==> src/rtl/core/assert_macros.svh <==
// assertion macros used by the banked register file top
// no dependencies
`ifndef ASSERT_MACROS_SVH
`define ASSERT_MACROS_SVH
// implication checked every clock outside reset
`define CHK_IMPL(label, clk, rst, ante, cons) \
  label: assert property (@(posedge clk) disable iff (rst) (ante) |-> (cons)) \
    else $error("check failed");
// implication whose consequent is checked on the next clock
`define CHK_NEXT(label, clk, rst, ante, cons) \
  label: assert property (@(posedge clk) disable iff (rst) (ante) |=> (cons)) \
    else $error("check failed");
`endif

==> src/rtl/core/brf_pkg.sv <==
// constants and helpers for the banked register file
// no dependencies
package brf_pkg;
  localparam logic [3:0] OP_READ = 4'd0, OP_WRITE = 4'd1, OP_MODE = 4'd2, OP_IRQ = 4'd3,
    OP_SWI = 4'd4, OP_COND = 4'd5, OP_RSPSR = 4'd6, OP_WSPSR = 4'd7, OP_RESTART = 4'd8,
    OP_RCPSR = 4'd9;
  localparam logic [4:0] M_USR = 5'h10, M_FIQ = 5'h11, M_IRQ = 5'h12, M_SVC = 5'h13,
    M_ABT = 5'h17, M_UND = 5'h1B, M_SYS = 5'h1F;
  localparam logic [31:0] SP_USR_INIT = 32'h03007F00;
  localparam logic [31:0] SP_IRQ_INIT = 32'h03007FA0;
  localparam logic [31:0] SP_SVC_INIT = 32'h03007FE0;
  localparam logic [31:0] IRQ_PC = 32'h00000018 + 32'd8;
  localparam logic [31:0] SWI_PC = 32'h00000008 + 32'd8;
  localparam int FLAG_N = 31, FLAG_Z = 30, FLAG_C = 29, FLAG_V = 28, FLAG_I = 7, FLAG_T = 5;
  localparam int REG_ENTRY = 0, REG_THUMB = 1;
  localparam int MEM_AW = 6;
  localparam int MEM_DEPTH = 64;
  // memory map: 0..15 visible, 16..20 user r8-12, 24..28 fiq r8-12,
  // 32..37 sp slots, 40..45 lr slots, 48..52 saved status
  localparam logic [5:0] A_USRHI = 6'd16, A_FIQHI = 6'd24, A_SP = 6'd32, A_LR = 6'd40,
    A_SPSR = 6'd48;

  function automatic logic [2:0] sp_slot(input logic [4:0] m);
    case (m)
      M_USR, M_SYS: sp_slot = 3'd0;
      M_FIQ: sp_slot = 3'd1;
      M_IRQ: sp_slot = 3'd2;
      M_SVC: sp_slot = 3'd3;
      M_ABT: sp_slot = 3'd4;
      M_UND: sp_slot = 3'd5;
      default: sp_slot = 3'd7;
    endcase
  endfunction

  function automatic logic [2:0] spsr_slot(input logic [4:0] m);
    case (m)
      M_FIQ: spsr_slot = 3'd0;
      M_IRQ: spsr_slot = 3'd1;
      M_SVC: spsr_slot = 3'd2;
      M_ABT: spsr_slot = 3'd3;
      M_UND: spsr_slot = 3'd4;
      default: spsr_slot = 3'd7;
    endcase
  endfunction

  function automatic logic cond_holds(input logic [3:0] c, input logic [31:0] s);
    logic n, z, cf, v;
    n = s[FLAG_N]; z = s[FLAG_Z]; cf = s[FLAG_C]; v = s[FLAG_V];
    case (c)
      4'd0: cond_holds = z;
      4'd1: cond_holds = !z;
      4'd2: cond_holds = cf;
      4'd3: cond_holds = !cf;
      4'd4: cond_holds = n;
      4'd5: cond_holds = !n;
      4'd6: cond_holds = v;
      4'd7: cond_holds = !v;
      4'd8: cond_holds = cf && !z;
      4'd9: cond_holds = !cf || z;
      4'd10: cond_holds = n == v;
      4'd11: cond_holds = n != v;
      4'd12: cond_holds = !z && (n == v);
      4'd13: cond_holds = z || (n != v);
      4'd14: cond_holds = 1'b1;
      default: cond_holds = 1'b0;
    endcase
  endfunction
endpackage

==> src/rtl/core/brf_ram.sv <==
// generic simple dual-port ram, one write and one registered read per cycle
// no dependencies
module brf_ram #(
  parameter int Width = 32,
  parameter int Depth = 64
) (
  input  logic                     clk,
  input  logic                     we,
  input  logic [$clog2(Depth)-1:0] waddr,
  input  logic [Width-1:0]         wdata,
  input  logic [$clog2(Depth)-1:0] raddr,
  output logic [Width-1:0]         rdata
);
  logic [Width-1:0] mem [Depth];
  always_ff @(posedge clk) begin
    if (we) mem[waddr] <= wdata;
    rdata <= mem[raddr];
  end
endmodule

==> src/rtl/core/banked_register_file_mode_control_top.sv <==
// banked register file top level, built on brf_pkg, brf_ram and assert_macros.svh
// writes, cond ops, RCPSR and WSPSR go straight to S_DONE; reads and RSPSR pass S_WAIT;
// restart writes its words in S_COPY, and a mode switch or entry copies each word in S_COPY by a read then a write
// throughput: one request at a time, next accepted the cycle after the result is loaded
// reset: synchronous; a clearing pass zeroes every ram word, status word to system mode
`include "assert_macros.svh"
module banked_register_file_mode_control_top (
  input  logic        clk,
  input  logic        rst,
  input  logic        cfg_we,
  input  logic [0:0]  cfg_index,
  input  logic [31:0] cfg_data,
  input  logic        in_valid,
  output logic        in_stall,
  input  logic [3:0]  opcode,
  input  logic [3:0]  reg_index,
  input  logic [31:0] write_value,
  input  logic [4:0]  target_mode,
  input  logic [3:0]  cond_code,
  output logic        out_valid,
  input  logic        out_stall,
  output logic [31:0] read_data,
  output logic        cond_pass,
  output logic        exception_taken,
  output logic [4:0]  mode_now,
  output logic        thumb_now
);
  import brf_pkg::*;

  localparam logic [2:0] S_CLEAR = 3'd0, S_IDLE = 3'd1, S_COPY = 3'd2, S_WAIT = 3'd3,
    S_DONE = 3'd4;
  // micro-op kinds: copy reads src then writes dst, wrc writes a constant to dst
  localparam logic [1:0] K_COPY = 2'd0, K_WRC = 2'd1;

  logic [2:0] state;
  logic [31:0] entry_address;
  logic start_in_thumb;
  logic [31:0] status_word;
  logic [3:0] op;
  logic [4:0] tmode;
  logic [5:0] clr;
  // micro-op program: step counter and phase
  logic [5:0] step;
  logic [31:0] old_status;
  logic [31:0] ret_addr;
  logic [1:0] phase;

  logic ram_we;
  logic [MEM_AW-1:0] ram_waddr, ram_raddr;
  logic [31:0] ram_wdata, ram_rdata;

  brf_ram #(.Width(32), .Depth(MEM_DEPTH)) u_ram (
    .clk(clk), .we(ram_we), .waddr(ram_waddr), .wdata(ram_wdata),
    .raddr(ram_raddr), .rdata(ram_rdata)
  );

  // micro-op description for the current step
  logic        u_valid;
  logic [1:0]  u_kind;
  logic [5:0]  u_src, u_dst;
  logic [31:0] u_const;

  logic [4:0] om, nm;
  logic [2:0] os, ns;
  assign om = old_status[4:0];
  assign os = sp_slot(om);
  assign ns = sp_slot(nm);

  always_comb begin
    nm = tmode;
    if (op == OP_IRQ) nm = M_IRQ;
    if (op == OP_SWI) nm = M_SVC;
  end

  // steps 0..6 save old bank, 7..13 restore new bank, 14+ op specific
  always_comb begin
    u_valid = 1'b0;
    u_kind = K_COPY;
    u_src = '0;
    u_dst = '0;
    u_const = '0;
    if (step < 6'd7) begin
      if (os != 3'd7 && om != nm) begin
        u_valid = 1'b1;
        if (step < 6'd5) begin
          u_src = 6'd8 + step;
          u_dst = ((om == M_FIQ) ? A_FIQHI : A_USRHI) + step;
        end else if (step == 6'd5) begin
          u_src = 6'd13;
          u_dst = A_SP + {3'd0, os};
        end else begin
          u_src = 6'd14;
          u_dst = A_LR + {3'd0, os};
        end
      end
    end else if (step < 6'd14) begin
      if (om != nm) begin
        if (step < 6'd12) begin
          u_valid = 1'b1;
          u_src = ((nm == M_FIQ) ? A_FIQHI : A_USRHI) + (step - 6'd7);
          u_dst = 6'd8 + (step - 6'd7);
        end else if (ns != 3'd7) begin
          u_valid = 1'b1;
          u_src = (step == 6'd12) ? (A_SP + {3'd0, ns}) : (A_LR + {3'd0, ns});
          u_dst = (step == 6'd12) ? 6'd13 : 6'd14;
        end
      end
    end else if (op == OP_IRQ || op == OP_SWI) begin
      u_kind = K_WRC;
      u_valid = step < 6'd18;
      case (step)
        6'd14: begin
          u_dst = A_SPSR + {3'd0, spsr_slot(nm)};
          u_const = old_status;
        end
        6'd15: begin u_dst = 6'd14; u_const = ret_addr; end
        6'd16: begin u_dst = A_LR + {3'd0, ns}; u_const = ret_addr; end
        6'd17: begin u_dst = 6'd15; u_const = (op == OP_IRQ) ? IRQ_PC : SWI_PC; end
        default: ;
      endcase
    end
  end

  logic [31:0] restart_pc;
  assign restart_pc = start_in_thumb ? ({entry_address[31:1], 1'b0} + 32'd4)
                                     : ({entry_address[31:2], 2'b00} + 32'd8);

  logic spsr_banked;
  assign spsr_banked = spsr_slot(status_word[4:0]) != 3'd7;

  assign in_stall = (state != S_IDLE);
  logic accept;
  assign accept = in_valid && !in_stall;
  logic out_take;
  assign out_take = out_valid && !out_stall;
  logic done_load;
  assign done_load = (state == S_DONE) && (!out_valid || out_take);

  // ram port control
  always_comb begin
    ram_we = 1'b0;
    ram_waddr = '0;
    ram_wdata = '0;
    ram_raddr = '0;
    case (state)
      S_CLEAR: begin ram_we = 1'b1; ram_waddr = clr; end
      S_IDLE: begin
        ram_raddr = {2'b00, reg_index};
        if (opcode == OP_RSPSR) ram_raddr = A_SPSR + {3'd0, spsr_slot(status_word[4:0])};
        // return address source
        if (opcode == OP_IRQ || opcode == OP_SWI) ram_raddr = 6'd15;
        if (accept) begin
          if (opcode == OP_WRITE) begin
            ram_we = 1'b1; ram_waddr = {2'b00, reg_index}; ram_wdata = write_value;
          end else if (opcode == OP_WSPSR && spsr_banked) begin
            ram_we = 1'b1; ram_waddr = A_SPSR + {3'd0, spsr_slot(status_word[4:0])};
            ram_wdata = write_value;
          end
        end
      end
      S_COPY: begin
        if (op == OP_RESTART) begin
          ram_we = 1'b1;
          case (step)
            6'd0: begin ram_waddr = A_SP; ram_wdata = SP_USR_INIT; end
            6'd1: begin ram_waddr = A_SP + 6'd2; ram_wdata = SP_IRQ_INIT; end
            6'd2: begin ram_waddr = A_SP + 6'd3; ram_wdata = SP_SVC_INIT; end
            6'd3: begin ram_waddr = 6'd13; ram_wdata = SP_USR_INIT; end
            default: begin ram_waddr = 6'd15; ram_wdata = restart_pc; end
          endcase
        end else if (u_valid) begin
          if (u_kind == K_WRC) begin
            ram_we = 1'b1; ram_waddr = u_dst; ram_wdata = u_const;
          end else if (phase == 2'd0) begin
            ram_raddr = u_src;
          end else begin
            ram_we = 1'b1; ram_waddr = u_dst; ram_wdata = ram_rdata;
          end
        end
      end
      default: ;
    endcase
  end

  logic [31:0] result;
  logic        result_pass, result_taken;

  always_ff @(posedge clk) begin
    if (rst) begin
      state <= S_CLEAR;
      clr <= '0;
      entry_address <= '0;
      start_in_thumb <= 1'b0;
      status_word <= {27'd0, M_SYS};
      out_valid <= 1'b0;
      step <= '0;
      phase <= '0;
    end else begin
      if (cfg_we) begin
        if (cfg_index == 1'(REG_ENTRY)) entry_address <= cfg_data;
        else start_in_thumb <= cfg_data[0];
      end
      if (done_load) out_valid <= 1'b1;
      else if (out_take) out_valid <= 1'b0;
      case (state)
        S_CLEAR: begin
          clr <= clr + 6'd1;
          if (clr == 6'(MEM_DEPTH - 1)) state <= S_IDLE;
        end
        S_IDLE: begin
          if (accept) begin
            op <= opcode; tmode <= target_mode;
            old_status <= status_word;
            step <= '0; phase <= '0;
            result <= '0; result_pass <= 1'b0; result_taken <= 1'b0;
            case (opcode)
              OP_READ, OP_RSPSR: state <= S_WAIT;
              OP_COND: begin result_pass <= cond_holds(cond_code, status_word); state <= S_DONE; end
              OP_WSPSR: begin
                if (!spsr_banked) status_word <= write_value;
                state <= S_DONE;
              end
              OP_RCPSR: begin result <= status_word; state <= S_DONE; end
              OP_MODE: state <= S_COPY;
              OP_RESTART: begin
                status_word <= {26'd0, start_in_thumb, M_SYS};
                state <= S_COPY;
              end
              OP_IRQ: begin
                if (status_word[FLAG_I]) state <= S_DONE;
                else state <= S_WAIT;
              end
              OP_SWI: state <= S_WAIT;
              default: state <= S_DONE;
            endcase
          end
        end
        S_WAIT: begin
          if (op == OP_IRQ || op == OP_SWI) begin
            ret_addr <= ram_rdata - (old_status[FLAG_T] ? ((op == OP_SWI) ? 32'd2 : 32'd0)
                                                         : 32'd4);
            state <= S_COPY;
          end else begin
            if (op == OP_RSPSR && !spsr_banked) result <= status_word;
            else result <= ram_rdata;
            state <= S_DONE;
          end
        end
        S_COPY: begin
          if (op == OP_RESTART) begin
            step <= step + 6'd1;
            if (step == 6'd4) begin result <= restart_pc; state <= S_DONE; end
          end else if (u_valid && u_kind == K_COPY && phase == 2'd0) begin
            phase <= 2'd1;
          end else begin
            phase <= 2'd0;
            step <= step + 6'd1;
            if (step == 6'd13) status_word <= {status_word[31:5], nm};
            if (step == 6'd18 || (step == 6'd13 && op == OP_MODE)) begin
              if (op != OP_MODE) begin
                status_word[FLAG_I] <= 1'b1;
                status_word[FLAG_T] <= 1'b0;
                result <= (op == OP_IRQ) ? IRQ_PC : SWI_PC;
                result_taken <= 1'b1;
              end
              state <= S_DONE;
            end
          end
        end
        S_DONE: begin
          if (done_load) begin
            read_data <= result;
            cond_pass <= result_pass;
            exception_taken <= result_taken;
            mode_now <= status_word[4:0];
            thumb_now <= status_word[FLAG_T];
            state <= S_IDLE;
          end
        end
        default: state <= S_IDLE;
      endcase
    end
  end

  `CHK_IMPL(a_no_accept_busy, clk, rst, state != S_IDLE, !accept)
  `CHK_NEXT(a_done_to_out, clk, rst, state == S_DONE && !out_valid, out_valid)
  `CHK_IMPL(a_clear_no_out, clk, rst, state == S_CLEAR, !out_valid)
endmodule

==> config.mk <==
export PLATFORM = sky130hd
export DESIGN_NAME = banked_register_file_mode_control_top
export DESIGN_NICKNAME = d
export VERILOG_FILES = /design/src/rtl/core/brf_pkg.sv /design/src/rtl/core/brf_ram.sv /design/src/rtl/core/banked_register_file_mode_control_top.sv
export VERILOG_INCLUDE_DIRS = /design/src /design/src/rtl/core
export SDC_FILE = /design/constraint.sdc
export NUM_CORES = 2
export LEC_CHECK = 0
export BUFFER_PORTS_ARGS = -buffer_cell sky130_fd_sc_hd__buf_2
export CORE_ASPECT_RATIO = 0.8
export CORE_UTILIZATION = 55
export CTS_CLUSTER_SIZE = 25
export DETAILED_ROUTE_END_ITERATION = 16
export PLACE_DENSITY = 0.75
export SYNTH_ARGS = -nofsm -noshare
export SYNTH_HDL_FRONTEND = slang
export SYNTH_SLANG_ARGS = --single-unit
==> constraint.sdc <==
create_clock -name clk -period 9.6 [get_ports clk]
set_clock_uncertainty 0.05 [all_clocks]
set_input_delay 0.48 -clock clk [delete_from_list [all_inputs] [get_ports clk]]
set_output_delay 0.48 -clock clk [all_outputs]
set_load 0.005 [all_outputs]
==> flow_summary.toml <==
[run_status]
status = "finished clean"

[floorplanning]
die_h_um = 366
coreArea_um2 = 164000
start_util_pct = 55.4
fp-row-count = 133
die_w_um = 457
ios = 129
dieArea_um2 = 167000

[setup_path]
cp-start-kind = "register"
critPathKind = "register to register"
cp.arrival_ps = 7390
required_ps = 10080
crit_path_max_fanout = 17
end_kind = "register"

[clock_tree]
clk-insertion-delay-late_ps = 880
clk_pin_slew_ps = 70
cts_buffers = 206
clock-root-buffer = "clkbuf_16"
cts_max_level = 4
post-cts-setup-buffers = 0
cts_buffer_depth = 3
cts_sinks = 2308
cts_repair_resize_count = 0
cts_tree = "built"

[timing]
max_freq_mhz = 145
maxSlewHeadroom_pct = 10.6
rsz0062_at_grt = "false"
fin_setup_tns_ps = 0
setup_viol = 0
tightestPinTransition_ps = 1340
fin_crit_sh_pct = 72.0
finalHoldViolations = 0
slew_viol_final = 0
period_minus_slack_ps = 6910

[detailed_routing]
first_pass_iters = 10
vias_per_cell = 7.04
drt_iter0_markers = 9676
num_vias = 53906
drc = 0
routedWlPerCell_um = 35.9
drt-total-wl_um = 275000
antenna_left = 0

[yosys]
synth_top_area_share_pct = 72.3
synthTopCellsByArea = "edfxtp_1, mux4_2, dfxtp_1"
synth_edf_count = 2195
ys_types = 86
synth-async-reset-ratio_pct = 0
syn_avg_cell_area_um2 = 18.0
synth_cells = 5050
synth_nets = 5158
netlist_area_um2 = 91100
synth_ff_type = "edfxtp_1"
ys_ff_latch = 2308
yosys.area.top_type = "edfxtp_1"
ys_seq_area_share_pct = 74.8
yosys_warnings = 0

[grt]
grt_pass1_wl_um = 384000
first_global_vias = 51530
antenna_found_initial = 18
grt_overflow = 0
grt_start_max_net_pins = 120
grt.total_usage_pct = 32.7

[placed_design]
portBuffers = 128
dpl.cell_count = 7190
placed_area_um2 = 95300
gp_congestion = 1.00
dpl.hpwl_um = 156000

[finish]
num-nets-final = 5417
area_delta_synth_final_pct = 12.9
final_area_um2 = 103000
fin_cells = 7656
drive_gt1_share_pct = 21.1

[job]
maxCapViolCount = 0

[power_and_ir_drop]
irDropWorstVdd_mv = 0.233
cellLeakagePower_nw = 34.7
p_per_area_nw_per_um2 = 192

[hold_path]
hp-class = "input pin to register"
[per-layer routing]
metal	global-route usage (%)	vias up	share of wire [%]
li1	-	21028	-
met1	45.6	27327	36
met2	45.6	4752	42
met3	12.9	783	17
met4	14.4	16	5.2
met5	0	-	0.045
[metrics by stage]
| stage | hold slack, ps | setup WS [ps] | utilization, % | total power, mW |
|---|---|---|---|---|
| 6_report | 83.4 | 2690 | 62.6 | 19.7 |
| 5_1_grt | 79.3 | 2480 | 62.6 | 20.1 |
| 4_1_cts | 15.6 | 2940 | 62.6 | 19.7 |
| 3_5_place_dp | 355 | 2960 | 57.9 | 11.5 |
| 3_3_place_gp | 353 | 3020 | 57.9 | 11.5 |
| 2_1_floorplan | 350 | 4020 | - | 11.3 |
[cell usage after synthesis, drive strengths merged, types with 71 or more instances]
cell / n
nor2: 184
mux4: 416
mux2i: 100
a22oi: 186
buf: 100
dfxtp: 113
nand2: 366
edfxtp: 2195
clkbuf: 209
o21ai: 97
a21oi: 168
inv: 71
nand3: 194
[final cells by class]
type	instances	area (µm²)
fill	10955	61500
sequential	2308	68200
clock buffer	261	5470
clock inverter	128	1430
tap	2160	2700
multi-input combinational	2361	22200
antenna	6	15.0
inverter	72	270
timing repair buffer	360	2660
[path summary, 6_finish.rpt]
path | to | depth (start not counted) | slack, ps | start
max | u_ram.mem[39][18] | 11 | 2690 | op[1]
min | result_pass | 3 | 80 | cond_code[1]
max reg2reg | u_ram.mem[39][18] | 11 | 2690 | op[1]
min reg2reg | read_data[25] | 0 | 370 | result[25]
[critical path: stages (launching register included)]
cell and delay (ps):
edfxtp_1 600, nor4b_4 570, nor2_1 210, a221oi_1 700, nand2_1 220, nor3_1 710
nand2_1 90, or4_1 690, nand2_1 200, nand3b_1 880, nor2_4 1180, buf_4 450
[registers in the layout, summed over array words and instances (netlist names), 3 cells and up]
name	cells
clr	6
ret_addr	32
u_ram.rdata	32
status_word	32
step	6
tmode	5
op	4
entry_address	31
old_status	32
read_data	32
result	32
state	3
u_ram.mem	2048
mode_now	5
[layout by cell type, fill, tap and decap left out, types with 13 or more instances in the layout]
| master | count |
|---|---|
| a21oi_1 | 167 |
| a221o_1 | 23 |
| a22o_1 | 32 |
| a22o_2 | 16 |
| a22oi_1 | 186 |
| a31oi_1 | 27 |
| a32o_1 | 25 |
| a32oi_1 | 37 |
| and3_1 | 19 |
| and4_1 | 26 |
| buf_2 | 128 |
| buf_4 | 153 |
| bufinv_16 | 20 |
| clkbuf_1 | 44 |
| clkbuf_16 | 206 |
| clkinv_1 | 36 |
| clkinv_2 | 42 |
| dfxtp_1 | 113 |
| dlygate4sd3_1 | 71 |
| edfxtp_1 | 2195 |
| ha_1 | 20 |
| inv_1 | 68 |
| mux2i_1 | 100 |
| mux4_2 | 416 |
| nand2_1 | 364 |
| nand2b_1 | 15 |
| nand3_1 | 194 |
| nand4_1 | 48 |
| nor2_1 | 119 |
| nor2_4 | 65 |
| nor3_1 | 32 |
| nor3_2 | 13 |
| o211ai_1 | 48 |
| o21ai_0 | 83 |
| or3_1 | 17 |
| xnor2_1 | 26 |
| xor2_1 | 51 |
[cell families (layout without fill, tap and decap cells)]
| family | after synthesis | after routing | synth area share [%] |
|---|---|---|---|
| compound gates | 737 | 737 | 5.67 |
| fa+ha+maj | 21 | 21 | 0.297 |
| flops | 2308 | 2308 | 74.8 |
| xor+xnor | 77 | 77 | 0.740 |
| mux | 518 | 518 | 11.4 |
| buf+inv | 381 | 821 | 1.74 |
| other cells | 0 | 6 | 0 |
| simple gates | 1008 | 1008 | 5.32 |
[what timing repair did]
action	4_1_cts	5_1_grt
endpoints found under the hold margin	69	0
hold buffers	71	0
setup endpoints to repair	0	0
[power by group]
group / switching (mW) / total, mW / leakage, nW / internal [mW]
combinational: 0.177 / 0.281 / 8.22 / 0.105
clock: 3.81 / 8.43 / 3.34 / 4.62
sequential: 0.0877 / 11.0 / 23.2 / 10.9
No activity file was read; power rests on OpenSTA's default activity.
